**src/sfde_pkg.sv**
```systemverilog
// types, codes and constants shared by the site fst / dxy estimator
package sfde_pkg;

  localparam int unsigned CntW       = 11;
  localparam int unsigned CfgIdxW    = 2;
  localparam int unsigned CfgDataW   = 16;
  localparam int unsigned QueueDepth = 2;

  typedef enum logic [CfgIdxW-1:0] {
    CFG_POP1_HAP = 2'd0,
    CFG_POP2_HAP = 2'd1,
    CFG_MIN_MAF  = 2'd2,
    CFG_DXY_MODE = 2'd3
  } cfg_index_e;

  typedef enum logic [1:0] {
    KIND_DROP = 2'd0,
    KIND_DXY  = 2'd1,
    KIND_FST  = 2'd2
  } site_kind_e;

  typedef enum logic [3:0] {
    BK_IDLE,
    BK_G1,
    BK_G2,
    BK_PI1,
    BK_PI2,
    BK_DMUL,
    BK_DXY,
    BK_TMUL,
    BK_T1,
    BK_T2,
    BK_NMUL,
    BK_ACC,
    BK_STAT,
    BK_WF,
    BK_DONE
  } back_state_e;

  typedef struct packed {
    logic [CntW-1:0] alt_count_pop1;
    logic [CntW-1:0] alt_count_pop2;
    logic            major_is_alt;
  } in_item_t;

  typedef struct packed {
    logic               site_kept;
    logic signed [31:0] site_stat;
    logic [16:0]        pi_pop1;
    logic [16:0]        pi_pop2;
    logic [16:0]        freq_pop1;
    logic [16:0]        freq_pop2;
    logic signed [31:0] weighted_fst;
  } out_item_t;

  // classified site handed from the front to the back
  typedef struct packed {
    site_kind_e      kind;
    logic [CntW-1:0] n1;
    logic [CntW-1:0] n2;
    logic [CntW-1:0] c1;
    logic [CntW-1:0] c2;
    logic [CntW-1:0] m1;
    logic [CntW-1:0] m2;
  } site_rec_t;

  typedef struct packed {
    logic        start;
    logic [63:0] dividend;
    logic [47:0] divisor;
    logic [6:0]  iters;
  } div_req_t;

  typedef struct packed {
    logic        done;
    logic [63:0] quotient;
  } div_rsp_t;

endpackage

```
**src/sfde_front.sv**
```systemverilog
// front end: takes a site, clamps counts, applies the frequency filter and classifies it
module sfde_front #(
  parameter int MAX_HAPLOTYPES = 1024
) (
  input  logic                          in_valid_i,
  output logic                          in_ready_o,
  input  sfde_pkg::in_item_t            in_item_i,
  input  logic [sfde_pkg::CntW-1:0]     pop1_hap_i,
  input  logic [sfde_pkg::CntW-1:0]     pop2_hap_i,
  input  logic [sfde_pkg::CfgDataW-1:0] min_maf_i,
  input  logic                          dxy_mode_i,
  input  logic                          full_i,
  output logic                          push_o,
  output sfde_pkg::site_rec_t           rec_o
);
  import sfde_pkg::*;

  localparam int NClip = (MAX_HAPLOTYPES > 2047) ? 2047 : MAX_HAPLOTYPES;
  localparam logic [CntW-1:0] NMax = NClip[CntW-1:0];

  logic [CntW-1:0] n1, n2, a1, a2;
  logic [CntW:0]   s, big_n, minor;
  logic [27:0]     lhs, rhs;
  logic            pass;

  assign in_ready_o = !full_i;
  assign push_o     = in_valid_i && !full_i;

  always_comb begin
    n1 = (pop1_hap_i > NMax) ? NMax : pop1_hap_i;
    n2 = (pop2_hap_i > NMax) ? NMax : pop2_hap_i;
    a1 = (in_item_i.alt_count_pop1 > n1) ? n1 : in_item_i.alt_count_pop1;
    a2 = (in_item_i.alt_count_pop2 > n2) ? n2 : in_item_i.alt_count_pop2;
    s     = {1'b0, a1} + {1'b0, a2};
    big_n = {1'b0, n1} + {1'b0, n2};
    minor = ({s, 1'b0} > {1'b0, big_n}) ? big_n - s : s;
    lhs   = {minor, 16'd0};
    rhs   = 28'(min_maf_i) * 28'(big_n);
    pass  = (n1 != '0) && (n2 != '0) && (lhs >= rhs);

    rec_o.n1 = n1;
    rec_o.n2 = n2;
    rec_o.c1 = in_item_i.major_is_alt ? n1 - a1 : a1;
    rec_o.c2 = in_item_i.major_is_alt ? n2 - a2 : a2;
    rec_o.m1 = ({a1, 1'b0} > {1'b0, n1}) ? n1 - a1 : a1;
    rec_o.m2 = ({a2, 1'b0} > {1'b0, n2}) ? n2 - a2 : a2;
    if (!pass) begin
      rec_o.kind = KIND_DROP;
    end else if (dxy_mode_i) begin
      rec_o.kind = KIND_DXY;
    end else if (n1 < CntW'(2) || n2 < CntW'(2)) begin
      rec_o.kind = KIND_DROP;
    end else begin
      rec_o.kind = KIND_FST;
    end
  end

endmodule

```
**config.mk**
```make
export PLATFORM = sky130hd
export DESIGN_NAME = sfde_front
export DESIGN_NICKNAME = d
export VERILOG_FILES = /design/src/sfde_pkg.sv /design/src/sfde_front.sv
export SDC_FILE = /design/constraint.sdc
export NUM_CORES = 1
export LEC_CHECK = 0
export BUFFER_PORTS_ARGS = -buffer_cell sky130_fd_sc_hd__buf_2
export CORE_MARGIN = 2
export CORE_UTILIZATION = 47
export DETAILED_ROUTE_END_ITERATION = 8
export PLACE_DENSITY_LB_ADDON = 0.1
export SLEW_MARGIN = 10
export SYNTH_ARGS = -nofsm -noshare
export SYNTH_HDL_FRONTEND = slang
export SYNTH_SLANG_ARGS = --single-unit
```
**constraint.sdc**
```tcl
create_clock -name vclk -period 28.1
set_input_delay 5.62 -clock vclk [all_inputs]
set_output_delay 5.62 -clock vclk [all_outputs]
set_load 0.01 [all_outputs]
```
==> metrics.txt <==
Die Height ~160 um; Critical Path Slowest Stage Cell or4_1; die width 159 um; most frequent cells in the layout inv_1, ha_1, nand2_1, fa_1, buf_2; WHS approximately 11,000 ps; Initial Utilization between 40% and 50%; Seq/Total Area, Yosys 0%; Core ar. between 20,000 and 25,000 um2; via count between 10k and 15k; Buffers on Ports 134; final max-slew violation count 0; Seq Cell Count 0; hold path cells 3; total gr overflow 0; critical path required time about 22,000 ps; Tot GR Track Use 25.6%; Hold Crit Start full_i; kind of critical path in -> out; Post-CTS Setup Bufs 0; Critical Path AT around 15,000 ps; maximum vdd drop between 0.1 and 0.15 mV; min Tclk post-route approximately 21,000 ps; initial antenna violation count 2; syn_nets 1,829; Setup-failing EPs final 0; Hold Buf Count CTS 0; max-cap viol count 0; post-route non-filler standard cell count around 1.9k; row cnt 56; most used cell, CP fa_1; Endpoint, Worst Hold in_ready_o; initial drt markers 573; library cells used by synthesis 68; Post-Syn Area 11,300 um2; Antenna diodes 0; fin crit share 75.1%; most common cell after layout, fill and taps aside inv_1; Syn. warnings 0; outcome finished clean; vias in the first global route 10.3k; power per cell area 130 nW/um2; clk_buf instances 0; HP Class in -> out; wire length of the first global-routing pass 53.5 mm; DP Cell Count about 1.9k; fmax roughly 47 MHz; final hold vios 0; post_cts resized 0; startpoint type of the worst setup path input pin; WL/cell 17.4 um; largest net degree at the start of global routing 22; layout cell share with drive strength beyond 1 11.0%; syn_area_per_cell 7.89 um2; leakage around 6.8 nW; drt via density between 5 and 6; final setup TNS 0 ps; First-pass DRT Iterations 5; Ports about 130; final net count about 1.9k; Crit. End Element primary output; Routed Antenna Nets 0; DPL Wire Length 27.4 mm; GP Congestion ~0.96; actual slew at the worst max-slew pin between 900 and 1000 ps; Routed WL between 30 and 40 mm; Worst path max stage delay 550 ps; # DRC 0; Die ar. 25,400 um2; cells after synthesis 1,436; Slew headroom 36.7%; RSZ-0062 raised after global routing false; register area 0 um2; CP Max Fanout 14; P&R area growth vs syn 8.85%
[metal layers]
layer / GRT usage [%] / share of wire [%] / routed length [um]
met3: 1.93 / 4.0 / 1310
met5: 0 / 0.074 / 24
met4: 4.88 / 2.1 / 694
met1: 36.5 / 47 / 15200
met2: 43.1 / 47 / 15200
[layout make-up]
cell class	instances	area [um2]
Multi-Input combinational cell	1112	10100
Timing Repair Buffer	149	783
Fill cell	2357	11200
Tap cell	319	399
Inverter	279	1050
[through the flow]
step                      cell area (um2)  utilization [%]  worst slack [ps]  power (mW)
final                               12300             52.4              6990        1.61
after global routing                12300             52.4              6370        1.83
after CTS                           12300             52.4              7070        1.61
after detailed placement            12300             52.4              7100        1.59
after global placement              12300             52.4              7400        1.60
after floorplan                     11300                -              8090        1.23
[Yosys cell counts (5+ instances only)]
cell / number / area [um2]
a2111oi_0: 7 / 61.3
a211oi_1: 12 / 90.1
a21boi_0: 6 / 45.0
a21o_1: 36 / 270
a21oi_1: 62 / 310
and2_1: 58 / 363
buf_2: 8 / 40.0
clkbuf_1: 37 / 139
fa_1: 145 / 2900
ha_1: 184 / 2300
inv_1: 277 / 1040
mux2_2: 6 / 67.6
mux2i_1: 68 / 681
nand2_1: 171 / 642
nand2b_1: 14 / 87.6
nand3_1: 15 / 75.1
nand4_1: 14 / 87.6
nor2_1: 47 / 176
nor2b_1: 30 / 188
nor3_1: 22 / 110
nor3b_1: 5 / 37.5
nor4_1: 9 / 56.3
o211ai_1: 8 / 60.1
o21a_1: 19 / 143
o21ai_0: 37 / 185
o31ai_1: 7 / 52.6
or2_2: 5 / 31.3
or3_1: 5 / 31.3
xnor2_1: 32 / 280
xor2_1: 20 / 175
[cell families after synthesis]
family	count (synthesis)	share of synthesized area (%)
AND/OR/NAND/NOR	413	17.8
adder cells (fa/ha/maj)	329	45.9
buffers and inverters	324	10.8
AO/OA/AOI/OAI	243	14.7
XOR/XNOR	52	4.02
multiplexers	75	6.73
[worst max path at each step]
stage | startpoint | end | slack, ps | cells after the start
global route | pop2_hap_i[1] | rec_o[66] | 6370 | 38
finish | pop1_hap_i[10] | rec_o[67] | 6990 | 37
CTS | pop1_hap_i[10] | rec_o[67] | 7070 | 37
detailed placement | pop1_hap_i[10] | rec_o[67] | 7100 | 37
global placement | pop1_hap_i[10] | rec_o[67] | 7400 | 37
floorplan | pop1_hap_i[10] | rec_o[66] | 8090 | 37
[worst max-delay path: cells and delay by family]
kind	cells	cell delay [ps]
adders and majority gates	8	3580
AOI/OAI and AO/OA	13	2990
and+or+nand+nor	9	2050
buffers and inverters	7	1190
[where the power goes]
part           internal [mW]  switching [mW]  total, mW  leakage, nW
Sequential                 0               0          0            0
Combinational          0.691           0.915       1.61         6.77
Clock                      0               0          0            0
(Power assumes the default switching activity.)
