`config.mk`:
```
export PLATFORM = sky130hd
export DESIGN_NAME = sfde_divider
export DESIGN_NICKNAME = d
export VERILOG_FILES = /design/src/sfde_pkg.sv /design/src/sfde_divider.sv
export SDC_FILE = /design/constraint.sdc
export NUM_CORES = 1
export LEC_CHECK = 0
export BUFFER_PORTS_ARGS = -buffer_cell sky130_fd_sc_hd__buf_4
export CORE_MARGIN = 1
export CORE_UTILIZATION = 53
export CTS_CLUSTER_SIZE = 12
export DETAILED_ROUTE_END_ITERATION = 16
export GPL_ROUTABILITY_DRIVEN = 0
export HOLD_SLACK_MARGIN = 0.15
export PLACE_DENSITY = 0.74
export SLEW_MARGIN = 20
export SYNTH_ARGS = -nofsm -noshare
export SYNTH_HDL_FRONTEND = slang
export SYNTH_SLANG_ARGS = --single-unit
```
`constraint.sdc`:
```
create_clock -name clk_i -period 5.25 [get_ports clk_i]
set_input_delay 1.05 -clock clk_i [delete_from_list [all_inputs] [get_ports clk_i]]
set_output_delay 1.05 -clock clk_i [all_outputs]
set_load 0.02 [all_outputs]
```
`src/sfde_pkg.sv`:
```
// types, codes and constants shared by the site fst / dxy estimator
package sfde_pkg;

  localparam int unsigned CntW       = 11;
  localparam int unsigned CfgIdxW    = 2;
  localparam int unsigned CfgDataW   = 16;
  localparam int unsigned QueueDepth = 2;

  typedef enum logic [CfgIdxW-1:0] {
    CFG_POP1_HAP = 2'd0,
    CFG_POP2_HAP = 2'd1,
    CFG_MIN_MAF  = 2'd2,
    CFG_DXY_MODE = 2'd3
  } cfg_index_e;

  typedef enum logic [1:0] {
    KIND_DROP = 2'd0,
    KIND_DXY  = 2'd1,
    KIND_FST  = 2'd2
  } site_kind_e;

  typedef enum logic [3:0] {
    BK_IDLE,
    BK_G1,
    BK_G2,
    BK_PI1,
    BK_PI2,
    BK_DMUL,
    BK_DXY,
    BK_TMUL,
    BK_T1,
    BK_T2,
    BK_NMUL,
    BK_ACC,
    BK_STAT,
    BK_WF,
    BK_DONE
  } back_state_e;

  typedef struct packed {
    logic [CntW-1:0] alt_count_pop1;
    logic [CntW-1:0] alt_count_pop2;
    logic            major_is_alt;
  } in_item_t;

  typedef struct packed {
    logic               site_kept;
    logic signed [31:0] site_stat;
    logic [16:0]        pi_pop1;
    logic [16:0]        pi_pop2;
    logic [16:0]        freq_pop1;
    logic [16:0]        freq_pop2;
    logic signed [31:0] weighted_fst;
  } out_item_t;

  // classified site handed from the front to the back
  typedef struct packed {
    site_kind_e      kind;
    logic [CntW-1:0] n1;
    logic [CntW-1:0] n2;
    logic [CntW-1:0] c1;
    logic [CntW-1:0] c2;
    logic [CntW-1:0] m1;
    logic [CntW-1:0] m2;
  } site_rec_t;

  typedef struct packed {
    logic        start;
    logic [63:0] dividend;
    logic [47:0] divisor;
    logic [6:0]  iters;
  } div_req_t;

  typedef struct packed {
    logic        done;
    logic [63:0] quotient;
  } div_rsp_t;

endpackage

```
`src/sfde_divider.sv`:
```
// shared radix-2 restoring divider, one quotient bit per cycle
module sfde_divider (
  input  logic               clk_i,
  input  logic               rst_ni,
  input  sfde_pkg::div_req_t req_i,
  output sfde_pkg::div_rsp_t rsp_o
);
  import sfde_pkg::*;

  logic        busy_q;
  logic [6:0]  cnt_q;
  logic [47:0] rem_q, divisor_q;
  logic [63:0] dvd_q;
  logic [48:0] trial, diff;
  logic        ge;

  assign trial = {rem_q, dvd_q[63]};
  assign ge    = trial >= {1'b0, divisor_q};
  assign diff  = trial - {1'b0, divisor_q};

  assign rsp_o.done     = busy_q && (cnt_q == '0);
  assign rsp_o.quotient = dvd_q;

  always_ff @(posedge clk_i or negedge rst_ni) begin
    if (!rst_ni) begin
      busy_q <= 1'b0;
      cnt_q  <= '0;
    end else if (req_i.start) begin
      busy_q <= 1'b1;
      cnt_q  <= req_i.iters;
    end else if (busy_q) begin
      if (cnt_q != '0) begin
        cnt_q <= cnt_q - 1'b1;
      end else begin
        busy_q <= 1'b0;
      end
    end
  end

  // dividend is pre-shifted so only the useful bits are iterated
  always_ff @(posedge clk_i) begin
    if (req_i.start) begin
      rem_q     <= '0;
      divisor_q <= req_i.divisor;
      dvd_q     <= req_i.dividend << (7'd64 - req_i.iters);
    end else if (busy_q && cnt_q != '0) begin
      rem_q <= ge ? diff[47:0] : trial[47:0];
      dvd_q <= {dvd_q[62:0], ge};
    end
  end

endmodule

```
==> metrics.md, run 1 <==
| Metric | Value |
|---|---|
| Slew headroom | `0.257` |
| WS Path Type | `input pin to register` |
| CTS tree | `done` |
| Slew Viols, Final | `0` |
| Number of flops mapped to enable cells by yosys | `112` |
| Syn Inst Count | `1472` |
| Crit start category | `input pin` |
| Die ar. | `0.0250 mm2` |
| Net Sw Frac | `0.364` |
| Largest net degree at the start of global routing | `84` |
| Grt ovf | `0` |
| Synthesized flop and latch total | `168` |
| DRT Pass-1 Iters | `6` |
| Top Family by Delay on Critical Path | `compound AO/OA/AOI/OAI gates` |
| Ports | `~190` |
| Post-route minimum period | `4.37 ns` |
| Synth Warn # | `0` |
| Slowest CP cell | `o21ai_0` |
| PwrDens | `298 mW/mm2` |
| Register area share after synthesis | `0.350` |
| Syn Std Cell Area | `0.0129 mm2` |
| Starting density of the core | `0.546` |
| Max frequency | `229 MHz` |
| Vias per cell | `6.28` |
| Final critical-path share of the clock period | `0.832` |
| Main flop type after synthesis | `edfxtp_1` |
| Clock-pin slew on the worst setup and hold paths | `approximately 0.08 ns` |
| Maximum clock path buffer count | `2` |
| Final WL | `about 38 mm` |
| CTS Buf Count | `17` |
| Via count | `~12000` |
| Total Routing Usage GR | `0.311` |
| Fin. Hold Viols | `0` |
| WL/cell | `19.9 um` |
| Setup violations, final | `0` |
| Core region area | `0.0237 mm2` |
| Diode count | `0` |
| Cells on worst reg2reg path | `12` |
| Inst Count DP | `1892` |
| Clock share of power | `0.294` |
| Post-Syn Nets | `1646` |
| Cell mode on critical path | `o21ai_0` |
| MaxCap Viol Count | `0` |
| Clock latency reported for the late side of the worst-skew pair | `0.45 ns` |
| Crit Path Max Fanout | `between 60 and 70` |
| Layout cells sized above 1 | `0.195` |
| Hold WC Path Type | `input pin to async pin` |
| H-tree Lvls | `4` |
| Unique cell type count in the Yosys netlist | `89` |
| Die H | `about 160 um` |
| P_leak | `6.50 nW` |
| Setup TNS | `0 ns` |
| Top cell type's share of synthesized area | `0.260` |
| Sw Pwr | `1.64 mW` |
| Worst path cell trace | `buf_4 > buf_4 > mux2_2 > o21ai_0 > o21ai_0 > o21ai_0 > nor2_1 > a21oi_1 > nor2_1 > a221o_1` |
| Cell taking the most area after synthesis | `edfxtp_1` |
| # DRC | `0` |
| Initial antenna violation count | `0` |
| CTS Sinks | `168` |
| RSZ-0062 raised after global routing | `no` |
| Count leader, synth | `nand2_1` |
| Max rail drop VDD | `0.000249 V` |
| Logic pwr share | `0.331` |
| Largest cells by area after synthesis | `edfxtp_1 26%, dfxtp_1 7.4%, nand2_1 6.9%` |
| Outcome | `complete, no violations` |
| Non-filler cells, final | `1924` |
| Worst path depth | `10` |
| Layout area overhead | `16.7%` |
| Post-CTS resize count | `0` |
| Crit path DAT | `between 4 and 5 ns` |
| Die X | `158 um` |
| Number of global-route vias before repair | `11655` |
| Crit. End Element | `register` |
| Mean post-synth cell area | `8.78 um2` |
| Dpl hpwl | `~28 mm` |
| Setup bufs post-CTS | `0` |
| Core Rows | `56` |
| Root Driver | `clkbuf_16` |
| Initial DRC count | `1188` |
| Synth cell count leaders | `238 x nand2_1, 121 x a21oi_1, 121 x nor2_1, 112 x edfxtp_1, 91 x o21ai_0` |
| I/O Buffers | `186` |
| WP data required | `5.44 ns` |
| Final #Nets | `1766` |
| Least-Margin Pin Slew | `1.11 ns` |
| First-pass GRT wire length | `approximately 60 mm` |
| Remaining antenna violation count after routing | `0` |
| Cell internal pwr | `roughly 2.9 mW` |
| Post-synth ARST share | `0.0476` |
| Flop pwr share | `0.375` |
| # hold bufs at CTS | `0` |
| Clock skew | `0.0232 ns` |
| Crit path buffers/inverters | `2` |
| Crit-path max cell delay | `around 0.8 ns` |
[power by group through the flow]
stage                     Sequential (mW)  Combinational, mW  Clock [mW]
after floorplan                      1.76              0.893           0
after global placement               1.71               1.43           0
after detailed placement             1.71               1.45           0
after CTS                            1.68               1.46        1.33
after global routing                 1.70               1.60        1.38
final                                1.69               1.49        1.32
[routing by layer]
layer  vias to the layer above  GRT usage  routed length (um)
li1                       5698          -                   -
met1                      5635      0.364               14600
met2                       596      0.530               18500
met3                       151     0.0580                3000
met4                         0      0.181                2240
met5                         -          0                   0
[cell families (layout without fill, tap and decap cells)]
family                     after synthesis  after routing  synth area share
AOI/OAI and AO/OA                      460            460             0.241
xor gates and xnor gates                52             52            0.0352
adders and majority gates               52             52            0.0509
buffers and inverters                  169            302            0.0563
DFF                                    168            168             0.350
muxes                                  103            103             0.109
and+or+nand+nor                        468            468             0.157
[registers in the layout (all words and copies together), names as in the netlist]
signal / flops
busy_q: 1
cnt_q: 7
divisor_q: 48
dvd_q: 64
rem_q: 48
[per-stage QoR]
| step | setup WS, ns | util | cell area (um2) | total power, mW | hold WS, ns |
|---|---|---|---|---|---|
| after floorplan | 1.17 | - | 12900 | 2.65 | 0.435 |
| after global placement | 0.902 | 0.611 | 14500 | 3.14 | 0.456 |
| after detailed placement | 0.681 | 0.611 | 14500 | 3.16 | 0.458 |
| after CTS | 1.13 | 0.637 | 15100 | 4.47 | 0.417 |
| after global routing | 0.700 | 0.637 | 15100 | 4.68 | 0.419 |
| final | 0.884 | 0.637 | 15100 | 4.50 | 0.420 |
[worst paths after layout]
check | start | to | slack [ns]
setup / recovery | req_i[0] | dvd_q[60] | 0.88
hold / removal | rst_ni | cnt_q[1] | 0.42
setup reg to reg | divisor_q[23] | rem_q[4] | 1.51
hold reg to reg | rem_q[47] | rem_q[47] | 0.47
max in group asynchronous | rst_ni | cnt_q[2] | 4.69
min in group clk_i | rem_q[47] | rem_q[47] | 0.47
[final cells by class]
cell class / instances / area [um2]
Fill cell: 2078 / 8590
Clock inverter: 13 / 178
Inverter: 66 / 248
Multi-Input combinational cell: 1135 / 7770
Timing Repair Buffer: 204 / 1530
Clock buffer: 19 / 443
Sequential cell: 168 / 4520
Tap cell: 319 / 399
[placed cells by master (no fill, tap or decap), drive strengths merged, types with 12 or more instances in the layout]
| master | n |
|---|---|
| a211oi | 18 |
| buf | 204 |
| nor3 | 15 |
| clkbuf | 19 |
| xor2 | 22 |
| a21oi | 123 |
| a311oi | 24 |
| ha | 51 |
| a31oi | 20 |
| o211ai | 23 |
| o21a | 12 |
| nand4 | 16 |
| o221ai | 25 |
| nand3 | 20 |
| xnor2 | 30 |
| nor2 | 121 |
| inv | 73 |
| nor2b | 15 |
| o2bb2ai | 31 |
| dfxtp | 48 |
| a21o | 32 |
| o21ai | 100 |
| edfxtp | 112 |
| mux4 | 29 |
| mux2i | 63 |
| nand2 | 238 |
No activity file was read; power rests on OpenSTA's default activity.
==> run 2: changes to the inputs <==
==> constraint.sdc (replaced) <==
create_clock -name clk_i -period 4.15 [get_ports clk_i]
set_input_delay 0.83 -clock clk_i [delete_from_list [all_inputs] [get_ports clk_i]]
set_output_delay 0.83 -clock clk_i [all_outputs]
set_load 0.02 [all_outputs]
==> run 2 against run 1 <==
Net effect:
- wire length increased by 1.7%
- clock power increased by 28%
- utilization increased by 0.78 points
- global-route usage increased by 0.70 points
- sequential share of layout area decreased by 0.36 points
- sequential power increased by 26%
==> metrics.md, run 2 (synthesis results as in run 1) <==
| Metric | Value |
|---|---|
| Reg-to-reg setup timing slack | `0.72 ns (-0.79 ns)` |
| # DRC | `0 (unchanged)` |
| Post-layout util | `0.645 (+0.00777)` |
| Net Sw Frac | `0.375 (+0.0107)` |
| PwrDens | `376 mW/mm2 (+26%)` |
| Diode count | `0 (unchanged)` |
| Clock skew | `0.0151 ns (-0.00813 ns)` |
| Hold WC Path Type | `input pin to async pin` |
| Largest net degree at the start of global routing | `84 (unchanged)` |
| Die ar. | `0.0250 mm2 (unchanged)` |
| Clock latency reported for the late side of the worst-skew pair | `0.45 ns (about the same)` |
| Layout area overhead | `18.2%` |
| MaxCap Viol Count | `0 (unchanged)` |
| Remaining antenna violation count after routing | `0 (unchanged)` |
| P_leak | `6.60 nW (+1.5%)` |
| Ports | `187 (unchanged)` |
| Max rail drop VDD | `0.000283 V (+13%)` |
| Top reg by flops | `dvd_q` |
| Fin. Hold Viols | `0 (unchanged)` |
| Sw Pwr | `2.15 mW (+32%)` |
| Slew Viols, Final | `0 (unchanged)` |
| Core region area | `0.0237 mm2 (unchanged)` |
| Layout cells sized above 1 | `0.203 (+0.00758)` |
| Least-Margin Pin Slew | `1.09 ns (-0.0255 ns)` |
| Grt ovf | `0 (unchanged)` |
| Cells on worst reg2reg path | `12 (unchanged)` |
| Final WL | `39.0 mm (+1.7%)` |
| RR Endpoint | `rem_q[43]` |
| Largest register FFs | `64 (unchanged)` |
| Slew headroom | `0.271 (+0.0134)` |
| Die X | `158 um (unchanged)` |
| Core Rows | `56 (unchanged)` |
| First-pass GRT wire length | `61.3 mm (+2.0%)` |
| Total Routing Usage GR | `0.318 (+0.00700)` |
| Final critical-path share of the clock period | `0.835` |
| Setup violations, final | `0 (unchanged)` |
| Most common cell after layout, fill and taps aside | `nand2_1` |
| Max frequency | `288 MHz` |
| CTS Buf Count | `17 (unchanged)` |
| Flop pwr share | `0.371 (-0.004)` |
| Logic pwr share | `0.334 (+0.003)` |
| Clock-pin slew on the worst setup and hold paths | `0.08 ns (about the same)` |
| Setup bufs post-CTS | `0 (unchanged)` |
| Crit start category | `input pin` |
| Initial antenna violation count | `0 (unchanged)` |
| Crit path DAT | `3.72 ns (-0.83 ns)` |
| Via count | `12227 (+1.2%)` |
| Crit. End Element | `register` |
| Top Registers | `dvd_q: 64 flops, divisor_q: 48 flops, rem_q: 48 flops` |
| WL/cell | `20.1 um (+0.99%)` |
| WS Path Type | `input pin to register` |
| CTS tree | `done` |
| I/O Buffers | `186 (unchanged)` |
| Starting density of the core | `0.546 (unchanged)` |
| Final #Nets | `1780 (+0.79%)` |
| PnR Total Power | `5.74 mW (+28%)` |
| Number of global-route vias before repair | `11689 (+0.29%)` |
| Root Driver | `clkbuf_16` |
| Clock share of power | `0.295 (about the same)` |
| Inst Count DP | `1906 (+0.74%)` |
| Die H | `158 um (unchanged)` |
| Post-route minimum period | `3.47 ns` |
| Cell internal pwr | `3.59 mW (+26%)` |
| Hold WS | `0.185 ns (-0.235 ns)` |
| # hold bufs at CTS | `0 (unchanged)` |
| Worst reg2reg startpoint | `divisor_q[1]` |
| DRT Pass-1 Iters | `7 (+1)` |
| Most frequent cells in the layout | `238 x nand2_1, 213 x buf_4, 121 x nor2_1, 121 x a21oi_1, 112 x edfxtp_1` |
| CTS Sinks | `168 (unchanged)` |
| Dpl hpwl | `28.6 mm (+1.3%)` |
| Initial DRC count | `1232 (+3.7%)` |
| WP data required | `4.41 ns (-1.03 ns)` |
| Crit Path Max Fanout | `78 (+28%)` |
| RSZ-0062 raised after global routing | `no` |
| Setup TNS | `0 ns (unchanged)` |
| Vias per cell | `6.31 (+0.49%)` |
| Non-filler cells, final | `1938 (+0.73%)` |
| Maximum clock path buffer count | `2 (unchanged)` |
| Post-CTS resize count | `0 (unchanged)` |
| Outcome | `complete, no violations` |
| H-tree Lvls | `4 (unchanged)` |
## run 2: routing by layer
| metal | routed length, um | global-route usage | share of wire |
|---|---|---|---|
| met3 | 3050 | 0.0616 | 0.078 |
| met5 | 0 | 0 | 0 |
| met1 | 14900 | 0.374 | 0.38 |
| met2 | 19000 | 0.547 | 0.49 |
| met4 | 2020 | 0.169 | 0.052 |
## run 2: cell type report
type / instances / area, um2
multi-input cells: 1135 / 7770
well taps: 319 / 399
flip-flops and latches: 168 / 4520
inverters: 66 / 248
clock inverters: 15 / 211
fillers: 2019 / 8410
clock buffers: 17 / 425
repair buffers: 218 / 1700
## run 2: critical path, cell delays in order
cell,delay [ns]
buf_4,0.10
buf_12,0.38
nor3_1,0.10
buf_4,0.18
xnor2_2,0.82
buf_4,0.31
nor2_1,0.06
a31oi_1,0.45
a21oi_1,0.24
o221ai_1,0.24
## run 2: metrics by stage
stage | area (um2) | worst slack, ns
floorplan | 12900 | 0.288
global placement | 14600 | 0.417
detailed placement | 14600 | 0.423
CTS | 15300 | 0.729
global route | 15300 | 0.458
finish | 15300 | 0.683
## run 2: how the worst max path moves through the flow
stage / start / endpoint / slack, ns / cells after the start
after global placement: req_i[0] / dvd_q[59] / 0.42 / 9
after global routing: divisor_q[23] / rem_q[4] / 0.46 / 12
after detailed placement: req_i[0] / dvd_q[59] / 0.42 / 9
after CTS: divisor_q[23] / rem_q[19] / 0.73 / 12
final: req_i[0] / dvd_q[58] / 0.68 / 10
after floorplan: req_i[0] / dvd_q[53] / 0.29 / 12
## run 2: power groups by stage
stage | Clock [mW] | Combinational, mW | Sequential [mW]
6_report | 1.69 | 1.92 | 2.13
5_1_grt | 1.78 | 2.07 | 2.15
4_1_cts | 1.70 | 1.87 | 2.13
3_5_place_dp | 0 | 1.86 | 2.16
3_3_place_gp | 0 | 1.84 | 2.16
2_1_floorplan | 0 | 1.13 | 2.23
