`config.mk`:
```
export PLATFORM = sky130hd
export DESIGN_NAME = sfde_queue
export DESIGN_NICKNAME = d
export VERILOG_FILES = /design/src/sfde_pkg.sv /design/src/sfde_queue.sv
export SDC_FILE = /design/constraint.sdc
export NUM_CORES = 1
export LEC_CHECK = 0
export BUFFER_PORTS_ARGS = -buffer_cell sky130_fd_sc_hd__buf_2
export CORE_AREA = 5 5 115 198
export CTS_CLUSTER_SIZE = 10
export DETAILED_ROUTE_END_ITERATION = 8
export DIE_AREA = 0 0 120 203
export GPL_TIMING_DRIVEN = 0
export PLACE_DENSITY = 0.4
export SLEW_MARGIN = 20
export SYNTH_ARGS = -nofsm -noshare
export SYNTH_HDL_FRONTEND = slang
export SYNTH_SLANG_ARGS = --single-unit
```
`constraint.sdc`:
```
create_clock -name clk_i -period 10.26 [get_ports clk_i]
set_input_delay 3.078 -clock clk_i [delete_from_list [all_inputs] [get_ports clk_i]]
set_output_delay 3.078 -clock clk_i [all_outputs]
set_load 0.005 [all_outputs]
```
`src/sfde_pkg.sv`:
```
// types, codes and constants shared by the site fst / dxy estimator
package sfde_pkg;

  localparam int unsigned CntW       = 11;
  localparam int unsigned CfgIdxW    = 2;
  localparam int unsigned CfgDataW   = 16;
  localparam int unsigned QueueDepth = 2;

  typedef enum logic [CfgIdxW-1:0] {
    CFG_POP1_HAP = 2'd0,
    CFG_POP2_HAP = 2'd1,
    CFG_MIN_MAF  = 2'd2,
    CFG_DXY_MODE = 2'd3
  } cfg_index_e;

  typedef enum logic [1:0] {
    KIND_DROP = 2'd0,
    KIND_DXY  = 2'd1,
    KIND_FST  = 2'd2
  } site_kind_e;

  typedef enum logic [3:0] {
    BK_IDLE,
    BK_G1,
    BK_G2,
    BK_PI1,
    BK_PI2,
    BK_DMUL,
    BK_DXY,
    BK_TMUL,
    BK_T1,
    BK_T2,
    BK_NMUL,
    BK_ACC,
    BK_STAT,
    BK_WF,
    BK_DONE
  } back_state_e;

  typedef struct packed {
    logic [CntW-1:0] alt_count_pop1;
    logic [CntW-1:0] alt_count_pop2;
    logic            major_is_alt;
  } in_item_t;

  typedef struct packed {
    logic               site_kept;
    logic signed [31:0] site_stat;
    logic [16:0]        pi_pop1;
    logic [16:0]        pi_pop2;
    logic [16:0]        freq_pop1;
    logic [16:0]        freq_pop2;
    logic signed [31:0] weighted_fst;
  } out_item_t;

  // classified site handed from the front to the back
  typedef struct packed {
    site_kind_e      kind;
    logic [CntW-1:0] n1;
    logic [CntW-1:0] n2;
    logic [CntW-1:0] c1;
    logic [CntW-1:0] c2;
    logic [CntW-1:0] m1;
    logic [CntW-1:0] m2;
  } site_rec_t;

  typedef struct packed {
    logic        start;
    logic [63:0] dividend;
    logic [47:0] divisor;
    logic [6:0]  iters;
  } div_req_t;

  typedef struct packed {
    logic        done;
    logic [63:0] quotient;
  } div_rsp_t;

endpackage

```
`src/sfde_queue.sv`:
```
// short fifo between front and back
module sfde_queue (
  input  logic                clk_i,
  input  logic                rst_ni,
  input  logic                push_i,
  input  sfde_pkg::site_rec_t rec_i,
  output logic                full_o,
  input  logic                pop_i,
  output sfde_pkg::site_rec_t rec_o,
  output logic                empty_o
);
  import sfde_pkg::*;

  localparam int unsigned PtrW = (QueueDepth > 1) ? $clog2(QueueDepth) : 1;
  localparam logic [PtrW-1:0] LastPtr = PtrW'(QueueDepth - 1);

  site_rec_t       mem_q [QueueDepth];
  logic [PtrW-1:0] wr_ptr_q, rd_ptr_q;
  logic [PtrW:0]   count_q;

  assign full_o  = (count_q == (PtrW+1)'(QueueDepth));
  assign empty_o = (count_q == '0);
  assign rec_o   = mem_q[rd_ptr_q];

  always_ff @(posedge clk_i) begin
    if (push_i) begin
      mem_q[wr_ptr_q] <= rec_i;
    end
  end

  always_ff @(posedge clk_i or negedge rst_ni) begin
    if (!rst_ni) begin
      wr_ptr_q <= '0;
      rd_ptr_q <= '0;
      count_q  <= '0;
    end else begin
      if (push_i) begin
        wr_ptr_q <= (wr_ptr_q == LastPtr) ? '0 : wr_ptr_q + 1'b1;
      end
      if (pop_i) begin
        rd_ptr_q <= (rd_ptr_q == LastPtr) ? '0 : rd_ptr_q + 1'b1;
      end
      if (push_i && !pop_i) begin
        count_q <= count_q + 1'b1;
      end else if (pop_i && !push_i) begin
        count_q <= count_q - 1'b1;
      end
    end
  end

endmodule

```
==> impl_results.md, run 1 <==
* Status: complete, no violations
* Post-DR vias/cell at 4.02
* Hold depth at 1
* Max Fclk at 210 MHz
* Reg2reg end: mem_q[1][22]$_DFFE_PP_
* Crit path max-delay family: buffers and inverters
* Initial detailed-routing violation count at approximately 120
* Prevailing post-synth register cell: edfxtp_1
* Sink Count at 140
* Final period util at 46.4%
* Fin. max-slew vios at 0
* Largest stage delay, worst path at approximately 330 ps
* Core area at 0.0209 mm^2
* Synth cell types at 14
* Worst-skew pair later-pin latency at 420 ps
* Stages on the worst setup path at 5
* CP Class: reg2out
* I/O pin count at 142
* CTS buffer count at 17
* Worst Path Max Fanout at 10
* R2r setup slk at 8740 ps
* Final hold violation count at 0
* TritonCTS clock tree: yes
* CTS resizes at 0
* Hold endpoint: count_q[1]$_DFFE_PN0P_
* Number of global-route vias before repair at 2923
* Reg clk slew, reported paths at 60 ps
* Worst path slowest cell: dfrtp_1
* WL final at 11.3 mm
* Hold Worst Slack at between 400 and 500 ps
* Crit path arrival time at 1680 ps
* R2R Path Start: wr_ptr_q$_DFFE_PN0P_
* Die height at just over 200 um
* Remaining antenna violation count after routing at 0
* IR Drop Worst-Case VDD at 0.154 mV
* Buffers plus inverters on the worst setup path at 4
* Routability cong. at 0.643
* Initial antenna violation count at 4
* Max transition margin at between 70 and 80%
* P per Cell Area at 279 mW/mm^2
* Hold_buf cts at 0
* CP required at 7180 ps
* Synth Net Count at 301
* Largest net degree at the start of global routing at 44
* Top cells by area, synth: edfxtp_1 (80%), mux2_2 (13%), mux2_4 (2.9%)
* Worst r2r path cells at 2
* Total congestion overflow at 0
* Root buf cell: clkbuf_16
* Hold Path Class: reg2reg
* H-tree levels at 4
* Share of the synthesized area in the top cell type at 79.5%
* Hold wc startpoint: count_q[1]$_DFFE_PN0P_
* Cell Count, Final, Fillers Out at 658
* Sequential area share after synthesis at 81.5%
* Post-layout min period at 4760 ps
* Std-Cell Rows at 70
* PortBufs at 141
* Worst path cell trace: buf_6, buf_6, buf_8, mux2_4, buf_2
* Dpl cells at approximately 630
* Drt wl/cell at 17.1 um
* Pre-antenna DRT Iters at 4
* Final setup viols at 0
* Max cap viols at 0
* Layout cells sized above 1 at 61.1%
* Synth warnings at 0
* FF+latch count, synth at 140
* Pwr Total at roughly 1.9 mW
* Crit end category: output pin
* Fin Setup TNS at 0 ps
* Number of nets in the layout at between 400 and 500
* Count leader, synth: edfxtp_1
* Leakage at 2.61 nW
* Post-synth top area cell: edfxtp_1
* Postcts setup bufs at 0
* Starting density of the core at ~25%
* Synth Instances at approximately 230
* Max Root-Sink Buffers at 2
* Most used cell, CP: buf_6
* Most common library cells after synthesis: edfxtp_1 (136), mux2_2 (58), mux2_4 (10), buf_2 (5)
* Unrepaired setup endpoints after global routing: false
* Die area at around 0.024 mm^2
* GRT Overall Usage at 9.51%
* Slew @ Worst Pin at 426 ps
* Post-synthesis async set-or-reset flop share at 2.86%
* Via total after detailed routing at 2644
* Util after Layout at approximately 33%
* Die Wd at 120 um
* Filler cells at 2077
* Syn avg cell area at 22.5 um^2
* Final Skew at between 7 and 8 ps
* Post-synth EDFFs at 136
* Layout Area Growth over Synthesis at 33.3%
* First-pass GRT wire length at 16.7 mm
* DRC errors left at 0
* Hpwl dp at 7.84 mm
* Nature of the critical path startpoint: flop
* Synth Cell Area at 0.00514 mm^2
[power breakdown]
group	internal, mW	total, mW	switching [mW]
combinational	0.261	0.503	0.242
clock	0.400	0.621	0.221
sequential	0.759	0.785	0.0261
[area by class of cell]
type                    instances  area, um^2  share of cell area [%]
diodes                          2        5.00                  0.0731
plain buffers                   8        62.6                   0.914
repair buffers                145         793                    11.6
multi-input cells              79         896                    13.1
well taps                     252         315                    4.61
clock inverters                11         150                    2.19
clock buffers                  20         437                    6.38
inverters                       1        3.75                  0.0548
flip-flops and latches        140        4180                    61.1
[through the flow]
| stage | cell area (um^2) | setup WS (ps) |
|---|---|---|
| after floorplan | 5140 | 3690 |
| after global placement | 6160 | 1430 |
| after detailed placement | 6250 | 5890 |
| after CTS | 6840 | 5410 |
| after global routing | 6850 | 5400 |
| final | 6850 | 5500 |
[logic make-up after synthesis]
logic type	count (synthesis)	synth area share, %
adders and majority gates	1	0.244
xor gates and xnor gates	5	0.853
muxes	68	15.6
and+or+nand+nor	5	0.512
DFF	140	81.5
buffers and inverters	9	1.29
[per-layer routing]
metal / up-vias / routed length [um] / track usage, %
met5: - / 31 / 0
met4: 4 / 344 / 5.90
met3: 24 / 684 / 3.90
met2: 79 / 6510 / 17.4
met1: 1306 / 3680 / 8.44
li1: 1231 / - / -
[flip-flops by register name, summed over array words and instances, names as in the netlist]
name / cells
wr_ptr_q: 1
mem_q: 136
count_q: 2
rd_ptr_q: 1
[worst register-to-register path, stage by stage, from the launching register on]
cell     delay [ps]
dfrtp_1         420
and2_4          440
buf_16          300
[worst max path at each step]
stage,start,endpoint
2_1_floorplan,push_i,mem_q[0][0]$_DFFE_PP_
3_3_place_gp,push_i,mem_q[0][20]$_DFFE_PP_
3_5_place_dp,rd_ptr_q$_DFFE_PN0P_,rec_o[34]
4_1_cts,rd_ptr_q$_DFFE_PN0P_,rec_o[34]
5_1_grt,rd_ptr_q$_DFFE_PN0P_,rec_o[34]
6_report,rd_ptr_q$_DFFE_PN0P_,rec_o[34]
[placed cells by master, fill, tap and decap left out]
cell / count
clkbuf_1: 3
buf_12: 3
clkinv_2: 3
xnor2_1: 1
edfxtp_1: 136
bufinv_16: 4
mux2_2: 58
dfrtp_1: 4
inv_1: 1
buf_16: 1
buf_8: 1
buf_2: 146
diode_2: 2
nor2b_4: 1
clkbuf_16: 17
mux2_4: 10
clkinv_1: 4
buf_6: 2
ha_1: 1
and2_4: 1
nor2b_1: 1
nor2_1: 2
xor2_1: 4
Power figures use the tool's default switching activity.
==> run 2: changes to the inputs <==
==> constraint.sdc (replaced) <==
create_clock -name clk_i -period 4.9 [get_ports clk_i]
set_input_delay 1.47 -clock clk_i [delete_from_list [all_inputs] [get_ports clk_i]]
set_output_delay 1.47 -clock clk_i [all_outputs]
set_load 0.005 [all_outputs]
==> impl_results.md, run 2 (same netlist as run 1, synthesis figures left out) <==
* Status: complete, no violations (unchanged)
* Dpl cells at 625 (unchanged)
* Setup slack after layout at 1740 ps (was 5500 ps)
* Unrepaired setup endpoints after global routing: false (unchanged)
* Worst path slowest cell: dfrtp_1 (unchanged)
* Final period util at roughly 65%
* First-pass GRT wire length at 16.6 mm (was 16.7 mm)
* Worst setup path startpoint: rd_ptr_q$_DFFE_PN0P_ (unchanged)
* Starting density of the core at 24.5% (unchanged)
* Total congestion overflow at 0 (unchanged)
* Sequential group share of total power at 42.8% (was 41.1%)
* Remaining antenna violation count after routing at 0 (unchanged)
* Initial antenna violation count at 1 (was 4)
* CTS resizes at 0 (unchanged)
* TritonCTS clock tree: yes (unchanged)
* Largest regs: mem_q (136), count_q (2) (unchanged)
* Std-Cell Rows at 70 (unchanged)
* Final Skew at 8.56 ps (was 7.63 ps)
* Die height at 203 um (unchanged)
* Cell Count, Final, Fillers Out at 657 (was 658)
* Hold wc startpoint: count_q[1]$_DFFE_PN0P_ (unchanged)
* Hold_buf cts at 0 (unchanged)
* Max transition margin at 57.7% (was 71.6%)
* Crit path arrival time at 1690 ps (was 1680 ps)
* PortBufs at 141 (unchanged)
* Leakage at 2.58 nW (was 2.61 nW)
* Fin. max-slew vios at 0 (unchanged)
* Layout cells sized above 1 at 63.0% (was 61.1%)
* Post-DR vias/cell at 4.05 (was 4.02)
* Max reg flops at 136 (unchanged)
* Routing usage on met2 at 17.2% (was 17.4%)
* Max Root-Sink Buffers at 2 (unchanged)
* GRT Overall Usage at 9.45% (was 9.51%)
* Pint at 2.78 mW (was 1.42 mW)
* Drt wl/cell at 16.6 um (was 17.1 um)
* Layout Area Growth over Synthesis at 32.2% (was 33.3%)
* Worst Path Max Fanout at 10 (unchanged)
* GRT busiest layer: met2 (unchanged)
* CTS buffer count at 17 (unchanged)
* Die Wd at 120 um (unchanged)
* Largest stage delay, worst path at 340 ps (was 330 ps)
* Biggest register: mem_q (unchanged)
* Post-layout min period at around 3200 ps
* I/O pin count at 142 (unchanged)
* Pre-antenna DRT Iters at 4 (unchanged)
* Hpwl dp at 7.54 mm (was 7.84 mm)
* Final hold violation count at 0 (unchanged)
* Worst-skew pair later-pin latency at 420 ps (about the same)
* Diodes inserted at 0 (was 2)
* Max cap viols at 0 (unchanged)
* Root buf cell: clkbuf_16 (unchanged)
* Worst path cell trace: buf_6, buf_6, buf_8, mux2_4, buf_2 (unchanged)
* P per Cell Area at 565 mW/mm^2 (was 279 mW/mm^2)
* Fin Setup TNS at 0 ps (unchanged)
* Pwr Total at 3.84 mW (was 1.91 mW)
* CP Class: reg2out (unchanged)
* Util after Layout at 32.4% (was 32.7%)
* Hold Path Class: reg2reg (unchanged)
* Grt met3 use at 3.93% (was 3.90%)
* Switching Share at 27.6% (was 25.6%)
* Routability cong. at 0.665 (was 0.643)
* DRC errors left at 0 (unchanged)
* Crit end category: output pin (unchanged)
* H-tree levels at 4 (unchanged)
* Commonest cells after routing, fill and taps aside: buf_2 (146), edfxtp_1 (136), mux2_2 (58), clkbuf_16 (17), mux2_4 (10) (unchanged)
* Clk pwr share at 29.7% (was 32.5%)
* Most used cell, CP: buf_6 (unchanged)
* Core area at 0.0209 mm^2 (unchanged)
* Dpl ws at 2050 ps (was 5890 ps)
* Largest net degree at the start of global routing at 40 (was 44)
* Number of nets in the layout at 465 (unchanged)
* Max Fclk at around 320 MHz
* Initial detailed-routing violation count at 62 (was 124)
* Final setup viols at 0 (unchanged)
* Reg clk slew, reported paths at 60 ps (about the same)
* Most common cell after layout, fill and taps aside: buf_2 (unchanged)
* Comb power frac at 27.5% (was 26.4%)
* Via total after detailed routing at 2661 (was 2644)
* GRT met1 Usage at 8.45% (was 8.44%)
* CP required at 3430 ps (was 7180 ps)
* IR Drop Worst-Case VDD at 0.242 mV (was 0.154 mV)
* Die area at 0.0244 mm^2 (unchanged)
* Postcts setup bufs at 0 (unchanged)
* Slew @ Worst Pin at 635 ps (was 426 ps)
* Sink Count at 140 (unchanged)
* Nature of the critical path startpoint: flop (unchanged)
* WL final at 10.9 mm (was 11.3 mm)
* P_sw at 1.06 mW (was 0.488 mW)
* R2R Path Start: wr_ptr_q$_DFFE_PN0P_ (unchanged)
* Number of global-route vias before repair at 3056 (was 2923)
run 2: changes by cell type in the layout (fill, tap and decap cells not counted), moves of 2 or more:
cell / previous run / this run
bufinv_16: 4 / 0
clkbuf_1: 3 / 0
clkinv_1: 4 / 0
clkinv_2: 3 / 7
clkinv_4: 0 / 5
clkinvlp_4: 0 / 2
diode_2: 2 / 0
run 2: worst paths after layout:
| check | slack, ps | cells past startpoint | end |
|---|---|---|---|
| worst min register to register | 500 | 1 | count_q[1]$_DFFE_PN0P_ |
| min in group asynchronous | 840 | 1 | count_q[0]$_DFFE_PN0P_ |
| max in group asynchronous | 3930 | 1 | count_q[1]$_DFFE_PN0P_ |
| worst max register to register | 3280 | 2 | mem_q[1][64]$_DFFE_PP_ |
| worst max-delay path | 1740 | 5 | rec_o[34] |
| worst min-delay path | 500 | 1 | count_q[1]$_DFFE_PN0P_ |
run 2: worst max-delay path: cells and delay by family (launching register included):
family	cells	cell delay, ps
multiplexers	1	310
buffers and inverters	4	600
flip-flops	1	340
run 2: layout make-up:
cell class / instances / area [um^2]
multi-input combinational: 79 / 896
clock buffer: 17 / 425
fill: 2098 / 14100
tap: 252 / 315
buffer: 8 / 62.6
sequential: 140 / 4180
timing repair buffer: 145 / 801
inverter: 1 / 3.75
clock inverter: 15 / 103
run 2: power groups by stage:
stage	Clock (mW)	Sequential [mW]	Combinational, mW
6_report	1.14	1.64	1.06
5_1_grt	1.25	1.66	1.17
4_1_cts	1.19	1.65	1.11
3_5_place_dp	0	1.67	1.11
3_3_place_gp	0	1.69	1.05
2_1_floorplan	0	1.67	0.606
run 2: stage by stage:
stage | hold WS, ps | instance area (um^2)
final | 497 | 6790
after global routing | 515 | 6790
after CTS | 498 | 6790
after detailed placement | 485 | 6260
after global placement | 485 | 6160
after floorplan | 456 | 5140
run 2: metal layers:
metal / part of all wire, % / wire, um
met1: 34 / 3730
met2: 57 / 6250
met3: 6.0 / 654
met4: 2.5 / 271
met5: 0.12 / 13
==> run 3: changes to the inputs <==
--- a/config.mk
+++ b/config.mk
@@ -11,7 +11,7 @@
 export DETAILED_ROUTE_END_ITERATION = 8
 export DIE_AREA = 0 0 120 203
 export GPL_TIMING_DRIVEN = 0
-export PLACE_DENSITY = 0.4
+export PLACE_DENSITY = 0.41
 export SLEW_MARGIN = 20
 export SYNTH_ARGS = -nofsm -noshare
 export SYNTH_HDL_FRONTEND = slang
==> constraint.sdc (replaced) <==
create_clock -name clk_i -period 2.9 [get_ports clk_i]
set_input_delay 0.87 -clock clk_i [delete_from_list [all_inputs] [get_ports clk_i]]
set_output_delay 0.87 -clock clk_i [all_outputs]
set_load 0.005 [all_outputs]
==> impl_results.md, run 3 (same netlist as run 1, synthesis figures left out) <==
* Most common cell after layout, fill and taps aside: buf_2 (unchanged)
* PortBufs at 141 (unchanged)
* DRC errors left at 0 (unchanged)
* Number of nets in the layout at 465 (unchanged)
* GRT Overall Usage at 9.45% (about the same)
* Unrepaired setup endpoints after global routing: false (unchanged)
* Status: complete, no violations (unchanged)
* Most used cell, CP: buf_6 (unchanged)
* Die height at 203 um (unchanged)
* Largest regs: mem_q (136), count_q (2) (unchanged)
* Die area at 0.0244 mm^2 (unchanged)
* Diodes inserted at 0 (unchanged)
* Slew @ Worst Pin at 477 ps (was 635 ps)
* H-tree levels at 4 (unchanged)
* CTS buffer count at 17 (unchanged)
* Initial detailed-routing violation count at 38 (was 62)
* Worst path cell trace: buf_6, buf_6, buf_8, mux2_4, buf_2 (unchanged)
* Largest stage delay, worst path at 340 ps (about the same)
* Total congestion overflow at 0 (unchanged)
* Worst-skew pair later-pin latency at 420 ps (about the same)
* Core area at 0.0209 mm^2 (unchanged)
* Pre-antenna DRT Iters at 4 (unchanged)
* Layout Area Growth over Synthesis at 32.4% (was 32.2%)
* Buffers plus inverters on the worst setup path at 4 (unchanged)
* Worst path slowest cell: dfrtp_1 (unchanged)
* P per Cell Area at 961 mW/mm^2 (was 565 mW/mm^2)
* Routability cong. at 0.691 (was 0.665)
* Drt wl/cell at 16.7 um (was 16.6 um)
* Final Skew at 8.16 ps (was 8.56 ps)
* Commonest cells after routing, fill and taps aside: buf_2 (146), edfxtp_1 (136), mux2_2 (58), clkbuf_16 (17), mux2_4 (10) (unchanged)
* Max reg flops at 136 (unchanged)
* Stages on the worst setup path at 5 (unchanged)
* Reg clk slew, reported paths at 60 ps (about the same)
* Number of global-route vias before repair at 3069 (was 3056)
* Post-DR vias/cell at 4.04 (was 4.05)
* Sink Count at 140 (unchanged)
* IR Drop Worst-Case VDD at 0.450 mV (was 0.242 mV)
* Max Root-Sink Buffers at 2 (unchanged)
* Final hold violation count at 0 (unchanged)
* Leakage at 2.58 nW (about the same)
* Final setup viols at 0 (unchanged)
* Hold_buf cts at 0 (unchanged)
* Hpwl dp at 7.57 mm (was 7.54 mm)
* Remaining antenna violation count after routing at 0 (unchanged)
* Biggest register: mem_q (unchanged)
* Die Wd at 120 um (unchanged)
* Layout cells sized above 1 at 61.7% (was 63.0%)
* CTS resizes at 0 (unchanged)
* Via total after detailed routing at 2655 (was 2661)
* CP required at 2030 ps (was 3430 ps)
* Nature of the critical path startpoint: flop (unchanged)
* Max transition margin at 68.2% (was 57.7%)
* I/O pin count at 142 (unchanged)
* Root buf cell: clkbuf_16 (unchanged)
* Worst Path Max Fanout at 10 (unchanged)
* First-pass GRT wire length at 16.8 mm (was 16.6 mm)
* Hold Worst Slack at 244 ps (was 497 ps)
* Cell Count, Final, Fillers Out at 657 (unchanged)
* Final period util at a little under 90%
* Crit path arrival time at 1680 ps (was 1690 ps)
* Crit end category: output pin (unchanged)
* Postcts setup bufs at 0 (unchanged)
* Filler cells at 2046 (was 2098)
* Fin. max-slew vios at 0 (unchanged)
* Std-Cell Rows at 70 (unchanged)
* TritonCTS clock tree: yes (unchanged)
* Crit path max-delay family: buffers and inverters (unchanged)
* Hold Path Class: in2async (was reg2reg)
* Max Fclk at 392 MHz
* Starting density of the core at 24.5% (unchanged)
* Largest net degree at the start of global routing at 39 (was 40)
* Max cap viols at 0 (unchanged)
* Post-layout min period at 2550 ps
* CP Class: reg2out (unchanged)
* Worst r2r path cells at 2 (unchanged)
* WL final at 11.0 mm (was 10.9 mm)
* Initial antenna violation count at 0 (was 1)
* Dpl cells at 625 (unchanged)
[run 3: power by group]
part           switching, mW  leakage (nW)  internal [mW]
clock                  0.799         0.259           1.16
sequential            0.0919          1.32           2.68
combinational          0.863         0.998          0.930
total                   1.75          2.58           4.78
[run 3: worst paths after layout]
check / startpoint / end / slack [ps]
setup / recovery: rd_ptr_q$_DFFE_PN0P_ / rec_o[37] / 350
hold / removal: rst_ni / rd_ptr_q$_DFFE_PN0P_ / 240
setup reg to reg: wr_ptr_q$_DFFE_PN0P_ / mem_q[1][8]$_DFFE_PP_ / 1380
hold reg to reg: count_q[1]$_DFFE_PN0P_ / count_q[1]$_DFFE_PN0P_ / 490
max in group asynchronous: rst_ni / count_q[1]$_DFFE_PN0P_ / 2540
min in group clk_i: count_q[1]$_DFFE_PN0P_ / count_q[1]$_DFFE_PN0P_ / 490
[run 3: layout make-up]
cell class	count	area, um^2	share of cell area, %
buffer	8	62.6	0.920
clock buffer	19	433	6.37
clock inverter	13	103	1.51
inverter	1	3.75	0.0552
multi-input combinational	79	896	13.2
sequential	140	4180	61.5
tap	252	315	4.64
timing repair buffer	145	801	11.8
[run 3: per-stage QoR]
stage	total power, mW	setup slack, ps	utilization [%]	instance area (um^2)	setup TNS (ps)
after global routing	6.92	232	32.5	6800	0
final	6.53	348	32.5	6800	0
after CTS	6.71	270	32.5	6800	0
after floorplan	3.84	5.43	-	5140	0
after detailed placement	4.71	746	29.9	6260	0
after global placement	4.62	-1280	29.5	6160	-106070
[run 3: routing by layer]
layer	part of all wire [%]	vias to the layer above	track usage, %
li1	-	1227	-
met1	34	1331	8.42
met2	58	85	17.7
met3	6.5	12	4.07
met4	2.1	0	4.79
met5	0	-	0
